===== src/rtl/core/mtw_pkg.sv =====
// Shared types and codes for the two-level table walker.
// No dependencies; imported by every module of the block.
`default_nettype none

package mtw_pkg;

   localparam int unsigned TableBaseWidth = 18;
   localparam int unsigned RomSysWidth    = 2;
   localparam int unsigned CsrIndexWidth  = 2;
   localparam int unsigned CsrDataWidth   = 18;

   localparam logic [CsrIndexWidth-1:0] CSR_TABLE_BASE = 2'd0;
   localparam logic [CsrIndexWidth-1:0] CSR_ROM_SYS    = 2'd1;

   localparam logic FUNC_REQUEST    = 1'b0;
   localparam logic FUNC_DESCRIPTOR = 1'b1;

   typedef enum logic [1:0] {
      KIND_READ    = 2'd0,
      KIND_DONE    = 2'd1,
      KIND_IGNORED = 2'd2
   } result_kind_type;

   typedef enum logic [2:0] {
      FK_NONE      = 3'd0,
      FK_SEC_XLAT  = 3'd1,
      FK_PAGE_XLAT = 3'd2,
      FK_SEC_PERM  = 3'd3,
      FK_PAGE_PERM = 3'd4,
      FK_TINY      = 3'd5
   } fault_kind_type;

   // Descriptor type field, bits 1:0.
   localparam logic [1:0] DESC_FAULT   = 2'd0;
   localparam logic [1:0] DESC_COARSE  = 2'd1;
   localparam logic [1:0] DESC_SECTION = 2'd2;
   localparam logic [1:0] DESC_FINE    = 2'd3;
   localparam logic [1:0] DESC_LARGE   = 2'd1;
   localparam logic [1:0] DESC_SMALL   = 2'd2;

   typedef struct packed {
      logic        func;
      logic [31:0] vaddr;
      logic        is_write;
      logic        privileged;
      logic [31:0] descriptor;
   } req_item_type;

   typedef struct packed {
      logic [1:0]  result_kind;
      logic [31:0] read_addr;
      logic [31:0] phys_addr;
      logic        fault;
      logic [2:0]  fault_kind;
   } rsp_item_type;

   typedef struct packed {
      logic [TableBaseWidth-1:0] table_base;
      logic [RomSysWidth-1:0]    rom_sys_bits;
   } cfg_type;

endpackage

`default_nettype wire


===== src/rtl/core/mtw_walker.sv =====
// Walk state and descriptor decode: holds the phase and the pending request,
// and turns one transaction into its result. Depends on mtw_pkg.
`default_nettype none

module mtw_walker (
   input  wire logic                  clock,
   input  wire logic                  reset,
   input  wire logic                  step,
   input  wire mtw_pkg::req_item_type item,
   input  wire mtw_pkg::cfg_type      cfg,
   output mtw_pkg::rsp_item_type      result
);
   import mtw_pkg::*;

   typedef enum logic [1:0] {
      PH_IDLE = 2'd0,
      PH_L1   = 2'd1,
      PH_L2   = 2'd2
   } phase_type;

   phase_type   phase_ff, phase_in;
   logic [31:0] pend_vaddr_ff;
   logic        pend_write_ff;
   logic        pend_priv_ff;

   logic [31:0]    d;
   logic [31:0]    va;
   logic [1:0]     sub_ap;
   logic [1:0]     sub_idx;
   fault_kind_type fk;

   // AP zero with S and R both set behaves as privileged-only access.
   function automatic logic access_ok(input logic [1:0] ap, input logic [1:0] rs,
                                      input logic wr, input logic priv);
      logic ok;
      ok = 1'b0;
      case (ap)
         2'd0: begin
            if (rs == 2'b11) ok = priv;
            else if (wr) ok = 1'b0;
            else if (rs[1]) ok = 1'b1;
            else if (rs[0]) ok = priv;
            else ok = 1'b0;
         end
         2'd1: ok = priv;
         2'd2: ok = priv | ~wr;
         default: ok = 1'b1;
      endcase
      return ok;
   endfunction

   assign d  = item.descriptor;
   assign va = pend_vaddr_ff;

   // Large pages pick the subpage from va[15:14], small pages from va[11:10].
   assign sub_idx = (d[1:0] == DESC_LARGE) ? va[15:14] : va[11:10];

   always_comb begin
      case (sub_idx)
         2'd0:    sub_ap = d[5:4];
         2'd1:    sub_ap = d[7:6];
         2'd2:    sub_ap = d[9:8];
         default: sub_ap = d[11:10];
      endcase
   end

   always_comb begin
      phase_in           = phase_ff;
      fk                 = FK_NONE;
      result.result_kind = KIND_IGNORED;
      result.read_addr   = 32'd0;
      result.phys_addr   = 32'd0;
      if (item.func == FUNC_REQUEST) begin
         phase_in           = PH_L1;
         result.result_kind = KIND_READ;
         result.read_addr   = {cfg.table_base, item.vaddr[31:20], 2'b00};
      end else begin
         unique case (phase_ff)
            PH_L1: begin
               phase_in           = PH_IDLE;
               result.result_kind = KIND_DONE;
               case (d[1:0])
                  DESC_FAULT: fk = FK_SEC_XLAT;
                  DESC_COARSE: begin
                     phase_in           = PH_L2;
                     result.result_kind = KIND_READ;
                     result.read_addr   = {d[31:10], va[19:12], 2'b00};
                  end
                  DESC_SECTION: begin
                     if (access_ok(d[11:10], cfg.rom_sys_bits, pend_write_ff, pend_priv_ff))
                        result.phys_addr = {d[31:20], va[19:0]};
                     else
                        fk = FK_SEC_PERM;
                  end
                  default: fk = FK_TINY;
               endcase
            end
            PH_L2: begin
               phase_in           = PH_IDLE;
               result.result_kind = KIND_DONE;
               case (d[1:0])
                  DESC_FAULT: fk = FK_PAGE_XLAT;
                  DESC_LARGE: begin
                     if (access_ok(sub_ap, cfg.rom_sys_bits, pend_write_ff, pend_priv_ff))
                        result.phys_addr = {d[31:16], va[15:0]};
                     else
                        fk = FK_PAGE_PERM;
                  end
                  DESC_SMALL: begin
                     if (access_ok(sub_ap, cfg.rom_sys_bits, pend_write_ff, pend_priv_ff))
                        result.phys_addr = {d[31:12], va[11:0]};
                     else
                        fk = FK_PAGE_PERM;
                  end
                  default: fk = FK_TINY;
               endcase
            end
            default: begin
               result.result_kind = KIND_IGNORED;
            end
         endcase
      end
      result.fault      = (fk != FK_NONE);
      result.fault_kind = fk;
   end

   always_ff @(posedge clock) begin
      if (reset) begin
         phase_ff      <= PH_IDLE;
         pend_vaddr_ff <= 32'd0;
         pend_write_ff <= 1'b0;
         pend_priv_ff  <= 1'b0;
      end else if (step) begin
         phase_ff <= phase_in;
         if (item.func == FUNC_REQUEST) begin
            pend_vaddr_ff <= item.vaddr;
            pend_write_ff <= item.is_write;
            pend_priv_ff  <= item.privileged;
         end
      end
   end

   a_request_starts_walk: assert property (@(posedge clock) disable iff (reset)
      step && item.func == FUNC_REQUEST |=> phase_ff == PH_L1)
      else $error("request did not restart the walk at the first level");

   a_done_returns_idle: assert property (@(posedge clock) disable iff (reset)
      step && result.result_kind == KIND_DONE |=> phase_ff == PH_IDLE)
      else $error("walk still active after a finished translation");

   a_ignored_only_idle: assert property (@(posedge clock) disable iff (reset)
      step && result.result_kind == KIND_IGNORED |-> phase_ff == PH_IDLE
         && result.read_addr == 32'd0 && !result.fault)
      else $error("descriptor ignored while a walk was active");

   a_phase_holds: assert property (@(posedge clock) disable iff (reset)
      !step |=> $stable(phase_ff))
      else $error("walk phase moved without a transaction");

   a_fault_no_paddr: assert property (@(posedge clock) disable iff (reset)
      step && result.fault |-> result.phys_addr == 32'd0
         && result.result_kind == KIND_DONE)
      else $error("faulting translation carries an address");

endmodule

`default_nettype wire


===== src/rtl/core/mmu_two_level_table_walk.sv =====
// Top level of the two-level table walker: input register, config registers,
// walker and result register. Depends on mtw_pkg and mtw_walker.
//
//   channel | direction | handshake               | payload
//   req_    | in        | req_valid / req_ready   | req_item (mtw_pkg::req_item_type)
//   rsp_    | out       | rsp_valid / rsp_ready   | rsp_item (mtw_pkg::rsp_item_type)
//   csr_    | in        | csr_valid / csr_ready   | csr_index, csr_wdata
//
// One transaction per cycle while rsp_ is not stalled; each accepted transaction
// is decoded by the walker as it leaves the input register, and its result is
// registered in the result register and offered on rsp_. The walk phase is
// updated when a transaction leaves the input register, so a stalled result
// stalls the input register, which in turn drops req_ready. Reset clears the
// walk, both valid flags and the config registers; csr_ready is always high.
`default_nettype none

module mmu_two_level_table_walk (
   input  wire logic                              clock,
   input  wire logic                              reset,
   input  wire logic                              req_valid,
   output logic                                   req_ready,
   input  wire mtw_pkg::req_item_type             req_item,
   output logic                                   rsp_valid,
   input  wire logic                              rsp_ready,
   output mtw_pkg::rsp_item_type                  rsp_item,
   input  wire logic                              csr_valid,
   output logic                                   csr_ready,
   input  wire logic [mtw_pkg::CsrIndexWidth-1:0] csr_index,
   input  wire logic [mtw_pkg::CsrDataWidth-1:0]  csr_wdata
);
   import mtw_pkg::*;

   logic         in_valid_ff;
   req_item_type in_item_ff;
   logic         out_valid_ff;
   rsp_item_type out_item_ff;
   cfg_type      cfg_ff;
   rsp_item_type result;
   logic         out_free;
   logic         step;

   assign out_free  = !out_valid_ff || rsp_ready;
   assign step      = in_valid_ff && out_free;
   assign req_ready = !in_valid_ff || step;
   assign csr_ready = 1'b1;
   assign rsp_valid = out_valid_ff;
   assign rsp_item  = out_item_ff;

   mtw_walker u_walker (
      .clock  (clock),
      .reset  (reset),
      .step   (step),
      .item   (in_item_ff),
      .cfg    (cfg_ff),
      .result (result)
   );

   always_ff @(posedge clock) begin
      if (reset) begin
         in_valid_ff  <= 1'b0;
         out_valid_ff <= 1'b0;
         cfg_ff       <= '0;
      end else begin
         if (req_ready) in_valid_ff <= req_valid;
         if (out_free) out_valid_ff <= step;
         if (csr_valid && csr_ready) begin
            unique case (csr_index)
               CSR_TABLE_BASE: cfg_ff.table_base   <= csr_wdata[TableBaseWidth-1:0];
               CSR_ROM_SYS:    cfg_ff.rom_sys_bits <= csr_wdata[RomSysWidth-1:0];
               default: ;
            endcase
         end
      end
   end

   always_ff @(posedge clock) begin
      if (req_valid && req_ready) in_item_ff <= req_item;
      if (step) out_item_ff <= result;
   end

endmodule

`default_nettype wire


===== config.mk =====
export PLATFORM = sky130hd
export DESIGN_NAME = mmu_two_level_table_walk
export DESIGN_NICKNAME = d
export VERILOG_FILES = /design/src/rtl/core/mtw_pkg.sv /design/src/rtl/core/mtw_walker.sv /design/src/rtl/core/mmu_two_level_table_walk.sv
export SDC_FILE = /design/constraint.sdc
export NUM_CORES = 1
export LEC_CHECK = 0
export BUFFER_PORTS_ARGS = -buffer_cell sky130_fd_sc_hd__buf_2
export CAP_MARGIN = 20
export CORE_ASPECT_RATIO = 1.25
export CORE_MARGIN = 8
export CORE_UTILIZATION = 50
export DETAILED_ROUTE_END_ITERATION = 8
export PLACE_DENSITY = 0.8
export SYNTH_ARGS = -nofsm -noshare
export SYNTH_HDL_FRONTEND = slang
export SYNTH_SLANG_ARGS = --single-unit

===== constraint.sdc =====
create_clock -name clock -period 3.7 [get_ports clock]
set_clock_uncertainty 0.05 [all_clocks]
set_input_delay 0.555 -clock clock [delete_from_list [all_inputs] [get_ports clock]]
set_output_delay 0.555 -clock clock [all_outputs]
set_load 0.02 [all_outputs]

### Word level (Yosys, flattened, before mapping)

Index checks and enable logic that the tools add are counted.

| word-level totals | value |
|---|---|
| flip-flop bits (word level) | 183 |
| latch bits | 0 |
| RAM bits | 0 |
| bits in read-only memories | 0 |
| input bits | 92 |
| output and inout bits | 73 |
| word-level logic and storage cells | 89 |
| memories | 0 |

| cells by class | value |
|---|---|
| add/subtract/negate cells | 0 |
| multipliers | 0 |
| divide/modulo/power cells | 0 |
| $lt $le $gt $ge | 0 |
| equality and inequality tests | 13 |
| shift operators | 0 |
| muxes and demuxes | 37 |
| bitwise logic cells | 3 |
| reductions and logical operators | 17 |

Operators by type and width:

| cell | number |
|---|---|
| $mux W32 | 6 |
| $pmux W32 S2 | 2 |
| $mux W33 | 1 |
| $pmux W3 S3 | 2 |
| $mux W1 | 13 |
| $eq A2 B1 Y1 const B | 6 |
| $eq A2 B2 Y1 const B | 6 |
| $logic_not A2 Y1 | 5 |
| $reduce_and A2 Y1 | 5 |
| $mux W3 | 3 |
| $mux W2 | 4 |
| $pmux W2 S2 | 2 |
| $pmux W1 S3 | 2 |
| $pmux W2 S3 | 1 |
| $pmux W3 S2 | 1 |
| $ne A3 B1 Y1 const B | 1 |
| $reduce_bool A3 Y1 | 1 |
| $logic_and A1 B1 Y1 | 2 |
| $logic_not A1 Y1 | 2 |
| $logic_or A1 B1 Y1 | 2 |
| $not A1 Y1 | 2 |
| $or A1 B1 Y1 | 1 |

### Logic depth before layout (Yosys ltp)

| logic depth | value |
|---|---|
| depth after elaboration | 14 |
| depth in mapped cells | 9 |
| gate-level depth less buffers | 8 |

### Hierarchy

A second synthesis with hierarchy kept.

| second synthesis, totals | value |
|---|---|
| cells, all modules | 557 |
| area total of the unflattened synthesis | 7149.4 µm² |

By module, submodules not included:

| module | times used | cells each | area an instance (µm²) | seq. area each (µm²) |
|---|---|---|---|---|
| mmu_two_level_table_walk | 1 | 235 | 5113.7 | 4554.4 |
| mtw_walker | 1 | 322 | 2035.7 | 480.5 |

### Least setup slack after synthesis

No wires, ideal clock.

| path | value |
|---|---|
| kind | in2reg |
| from | input rsp_ready |
| to | register in_item_ff[0] (netlist bit), enable pin |
| library setup time | 0.430 ns |
| arrival | 2.373 ns |
| required time | 3.220 ns |
| path slack | 0.847 ns |
| stages on the path | 3 |
| path buffers | 0 |
| path through | nor2b_1 -> nand2_1 -> and2_1 |

| between the ends | value |
|---|---|
| longest elaborated chain between the ends | 4 |

RTL lines:

| what | line | source |
|---|---|---|
| from (decl) | mmu_two_level_table_walk.sv:24 | `input wire logic rsp_ready,` |
| $logic_or A1 B1 Y1 | mmu_two_level_table_walk.sv:42 | `assign out_free = !out_valid_ff \|\| rsp_ready;` |
| $logic_and A1 B1 Y1 | mmu_two_level_table_walk.sv:43 | `assign step = in_valid_ff && out_free;` |
| $logic_or A1 B1 Y1 | mmu_two_level_table_walk.sv:44 | `assign req_ready = !in_valid_ff \|\| step;` |
| named net req_ready | mmu_two_level_table_walk.sv:21 | `output logic req_ready,` |
| $logic_and A1 B1 Y1 | mmu_two_level_table_walk.sv:77 | `if (req_valid && req_ready) in_item_ff <= req_item;` |
| to (signal assigned) | mmu_two_level_table_walk.sv:77 |  |
| to (decl) | mmu_two_level_table_walk.sv:34 | `req_item_type in_item_ff;` |

The timed path passes the listed nets, and every way through them passes these cells.
A chain may end at the register's enable or synchronous reset.

### Final worst setup path

| path | value |
|---|---|
| from | register in_item_ff[1] (netlist bit) |
| to | register out_item_ff (netlist bit rsp_item[20]), data pin |

| between the ends | value |
|---|---|
| longest elaborated chain between the ends | 12 |
| elaborated cells on any way between the ends | 22 |
| those cells by class | eq/ne (6); mux (14); reduce/logical (2) |

RTL lines:

| what | line | source |
|---|---|---|
| $eq A2 B1 Y1 | mtw_walker.sv:56, mtw_walker.sv:101 |  |
| $mux W2 | mtw_walker.sv:56 | `assign sub_idx = (d[1:0] == DESC_LARGE) ? va[15:14] : va[11:10];` |
| $eq A2 B2 Y1 (tied with other cells) | mtw_walker.sv:59 | `case (sub_idx)` |
| $pmux W2 S3 | mtw_walker.sv:59 |  |
| $eq A2 B2 Y1 (tied with other cells) | mtw_walker.sv:37 | `case (ap)` |
| $pmux W1 S3 | mtw_walker.sv:37 |  |
| $mux W1 | mtw_walker.sv:101 | `case (d[1:0])` |
| $mux W1 | mtw_walker.sv:78 | `unique case (phase_ff)` |
| $mux W1 | mtw_walker.sv:73 | `if (item.func == FUNC_REQUEST) begin` |
| $mux W32 (on tied branches) | mtw_walker.sv:110, mtw_walker.sv:104 |  |
| $pmux W32 S2 | mtw_walker.sv:101 |  |
| $pmux W32 S2 * | mtw_walker.sv:78 |  |
| to (signal assigned) | mmu_two_level_table_walk.sv:78 | `if (step) out_item_ff <= result;` |
| to (decl) | mmu_two_level_table_walk.sv:36 | `rsp_item_type out_item_ff;` |

Mark *: on every way between the ends. The rest lies on a longest branch, timed or not. The select of a mux whose other input is x is not followed.

==> impl_metrics.prom <==
# TYPE chip_impl_metric gauge
chip_impl_info{name="outcome",value="complete, no violations"} 1
chip_impl_metric{name="nFillCells",unit=""} 982
chip_impl_metric{name="place.gp.congestion",unit=""} 0.849
chip_impl_metric{name="whs_path_depth",unit=""} 1
chip_impl_metric{name="lkg_pwr",unit="nW"} 3.32
chip_impl_metric{name="max_freq",unit="GHz"} 0.317
chip_impl_metric{name="drtAntennaViolNets",unit=""} 0
chip_impl_info{name="hold_start",value="req_item[56]"} 1
chip_impl_metric{name="worstSkewPairLatency",unit="ns"} 0.42
chip_impl_info{name="synth_top_cells_by_count",value="133 x edfxtp_1, 119 x nand2_1, 46 x dfxtp_1"} 1
chip_impl_metric{name="tritoncts.num_buffers",unit=""} 17
chip_impl_metric{name="syn-instance-count",unit=""} 536
chip_impl_metric{name="first_iter_violations",unit=""} 315
chip_impl_metric{name="cts.repair.resized",unit=""} 0
chip_impl_metric{name="antenna_cells",unit=""} 0
chip_impl_metric{name="initial_utilization",unit="%"} 51.3
chip_impl_info{name="grt_setup_unrepaired",value="false"} 1
chip_impl_metric{name="max_clock_buf_depth",unit=""} 2
chip_impl_metric{name="tightestPinTransition",unit="ns"} 0.987
chip_impl_metric{name="layout-drive-gt1-share",unit="%"} 30.8
chip_impl_metric{name="synth_top_area_share",unit="%"} 58.9
chip_impl_metric{name="syn2layout_area_growth",unit="%"} 24.8
chip_impl_metric{name="drt_drc_violations_left",unit=""} 0
chip_impl_metric{name="port_buffers",unit=""} 159
chip_impl_metric{name="cp_data_arrival_time",unit="ns"} 3.39
chip_impl_metric{name="max_slew_margin",unit="%"} 34.1
chip_impl_info{name="critPathCaptureType",value="flip-flop"} 1
chip_impl_info{name="setup.worst_path.start",value="in_item_ff[1]"} 1
chip_impl_metric{name="routed_wirelength",unit="um"} 16100
chip_impl_metric{name="power.ir.vdd_worst",unit="uV"} 374
chip_impl_metric{name="dr.pass1.iters",unit=""} 5
chip_impl_metric{name="vias",unit=""} 4579
chip_impl_metric{name="critical_path.max_fanout",unit=""} 5
chip_impl_metric{name="maxCapViolCount",unit=""} 0
chip_impl_metric{name="yosys_register_bits",unit=""} 179
chip_impl_metric{name="initial_antenna_violation_count",unit=""} 0
chip_impl_info{name="cts_tree",value="yes"} 1
chip_impl_metric{name="fp.coreArea",unit="um^2"} 13200
chip_impl_metric{name="die_width",unit="um"} 120
chip_impl_metric{name="die_height",unit="um"} 146
chip_impl_metric{name="overflow",unit=""} 0
chip_impl_metric{name="timing.hold.ws",unit="ns"} 0.257
chip_impl_metric{name="grt_pass1_wl",unit="um"} 24900
chip_impl_info{name="critical_path_class",value="flip-flop to flip-flop"} 1
chip_impl_metric{name="cts.sink_count",unit=""} 179
chip_impl_metric{name="vias_in_the_first_global_route",unit=""} 4832
chip_impl_metric{name="routed_via_density",unit=""} 5.22
chip_impl_metric{name="grt_start_max_net_pins",unit=""} 66
chip_impl_metric{name="setup_violations",unit=""} 0
chip_impl_metric{name="cts.clk_slew.worst_paths",unit="ns"} 0.07
chip_impl_metric{name="final_min_period_over_clock_period",unit="%"} 85.4
chip_impl_info{name="source_of_the_worst_register_to_register_timing_path",value="in_item_ff[1]"} 1
chip_impl_info{name="synth-main-ff-cell",value="edfxtp_1"} 1
chip_impl_metric{name="cts_max_level",unit=""} 4
chip_impl_info{name="yosysMostFrequentCell",value="edfxtp_1"} 1
chip_impl_info{name="synthDominantAreaCellType",value="edfxtp_1"} 1
chip_impl_metric{name="setup_total_negative_slack",unit="ns"} 0
chip_impl_metric{name="power_density",unit="nW/um^2"} 567
chip_impl_metric{name="async_flop_share",unit="%"} 0
chip_impl_metric{name="synth.cell_area",unit="um^2"} 6780
chip_impl_metric{name="r2r.worst_path.cells",unit=""} 8
chip_impl_metric{name="rows",unit=""} 47
chip_impl_metric{name="post_cts.repair.setup_buffers",unit=""} 0
chip_impl_metric{name="drv_slew",unit=""} 0
chip_impl_metric{name="netlist-cell-type-count",unit=""} 42
chip_impl_metric{name="ys.warnings.count",unit=""} 0
chip_impl_metric{name="cts-hold-fix-buffers",unit=""} 0
chip_impl_metric{name="final_hold_viol_count",unit=""} 0
chip_impl_metric{name="die_area",unit="um^2"} 17600
chip_impl_metric{name="grt_util_all_layers",unit="%"} 18.4
chip_impl_info{name="ys_top_cells_by_area",value="edfxtp_1 59%, dfxtp_1 14%, nand2_1 6.6%"} 1
chip_impl_metric{name="synth_sequential_area_ratio",unit="%"} 72.5
chip_impl_metric{name="final_critical_period",unit="ns"} 3.16
chip_impl_metric{name="num-nets-final",unit=""} 793
chip_impl_metric{name="critPathRequiredTime",unit="ns"} 3.93
chip_impl_metric{name="synth_enable_flop_cells",unit=""} 133
chip_impl_metric{name="dpl.hpwl",unit="um"} 11100
chip_impl_info{name="clock_tree.root_cell",value="clkbuf_16"} 1
chip_impl_metric{name="drt-wirelength-per-cell",unit="um"} 18.3
chip_impl_metric{name="top_level_ports",unit=""} 165
chip_impl_info{name="critical_path.startpoint_type",value="flip-flop"} 1
chip_impl_info{name="worst_hold_path_type",value="input pin to flip-flop"} 1
chip_impl_metric{name="syn_area_per_cell",unit="um^2"} 12.7
## routing by layer
| layer | GRT usage (%) | up-vias | share of wire, % |
|---|---|---|---|
| met5 | 0 | - | 0 |
| met4 | 7.95 | 0 | 1.5 |
| met3 | 4.94 | 22 | 8.7 |
| met2 | 32.0 | 251 | 51 |
| met1 | 20.6 | 2154 | 39 |
| li1 | - | 2152 | - |
## flip-flops by register name, indices dropped and copies added, names as in the netlist
signal,count
in_valid_ff,1
in_item_ff,65
rsp_item,68
u_walker.pend_priv_ff,1
u_walker.pend_write_ff,1
rsp_valid,1
u_walker.pend_vaddr_ff,20
u_walker.phase_ff,2
cfg_ff,20
## final cells by class
| cell class | instances | area [um^2] | share of cell area (%) |
|---|---|---|---|
| repair buffers | 164 | 833 | 9.84 |
| multi-input cells | 291 | 1600 | 18.9 |
| flip-flops and latches | 179 | 4910 | 58.1 |
| clock buffers | 17 | 425 | 5.03 |
| inverters | 41 | 154 | 1.82 |
| clock inverters | 15 | 320 | 3.78 |
| well taps | 171 | 214 | 2.53 |
## worst paths after layout
kind	to	slack, ns
hold reg to reg	u_walker.pend_vaddr_ff[8]	0.40
setup reg to reg	rsp_item[20]	0.54
setup / recovery	rsp_item[20]	0.54
hold / removal	in_item_ff[56]	0.26
## critical path, cell delays in order (launching register included)
cell and delay [ns]:
edfxtp_1 0.42, inv_1 0.12, ha_1 0.20, mux2i_1 0.30, mux4_1 0.68, inv_1 0.12, nor3_2 0.09, nor4_1 0.79
a22o_1 0.26
## report_power, final
part / leakage [nW] / switching (mW) / total (mW) / internal [mW]
combinational: 1.29 / 0.170 / 0.259 / 0.0892
sequential: 1.67 / 0.0394 / 2.29 / 2.25
clock: 0.362 / 0.770 / 2.25 / 1.48
total: 3.32 / 0.979 / 4.80 / 3.82
## logic make-up after synthesis
family          Yosys count  share of synthesized area [%]
flops                   179                           72.5
simple gates            176                           11.8
compound gates           98                           8.73
buf+inv                  67                           4.10
fa+ha+maj                 8                           1.44
mux                       6                           1.33
other cells               2                          0.111
## per-stage QoR
| step | worst slack, ns | cell area, um^2 | util (%) | cells | power [mW] |
|---|---|---|---|---|---|
| 2_1_floorplan | 0.847 | 6790 | - | 537 | 2.47 |
| 3_3_place_gp | 0.737 | 7720 | 58.3 | 846 | 2.58 |
| 3_5_place_dp | 0.531 | 7720 | 58.3 | 846 | 2.59 |
| 4_1_cts | 0.568 | 8470 | 64.0 | 878 | 4.83 |
| 5_1_grt | 0.367 | 8470 | 64.0 | 878 | 4.93 |
| 6_report | 0.541 | 8470 | 64.0 | 878 | 4.80 |
## cell usage in the layout, fill, tap and decap left out, drive strengths merged, types with 2 or more instances in the layout
master,synthesis,layout
a21oi,46,46
a22o,8,8
and2,27,27
buf,6,164
bufinv,0,9
clkbuf,20,17
clkinv,0,2
conb,2,3
dfxtp,46,46
edfxtp,133,133
ha,7,7
inv,41,45
mux2i,3,3
mux4,2,2
nand2,119,119
nand2b,2,2
nand3,2,2
nor2,14,14
nor2b,3,3
o21ai,33,33
o22a,4,4
o41ai,2,2
Note: power is estimated with default switching activity, not from simulation.
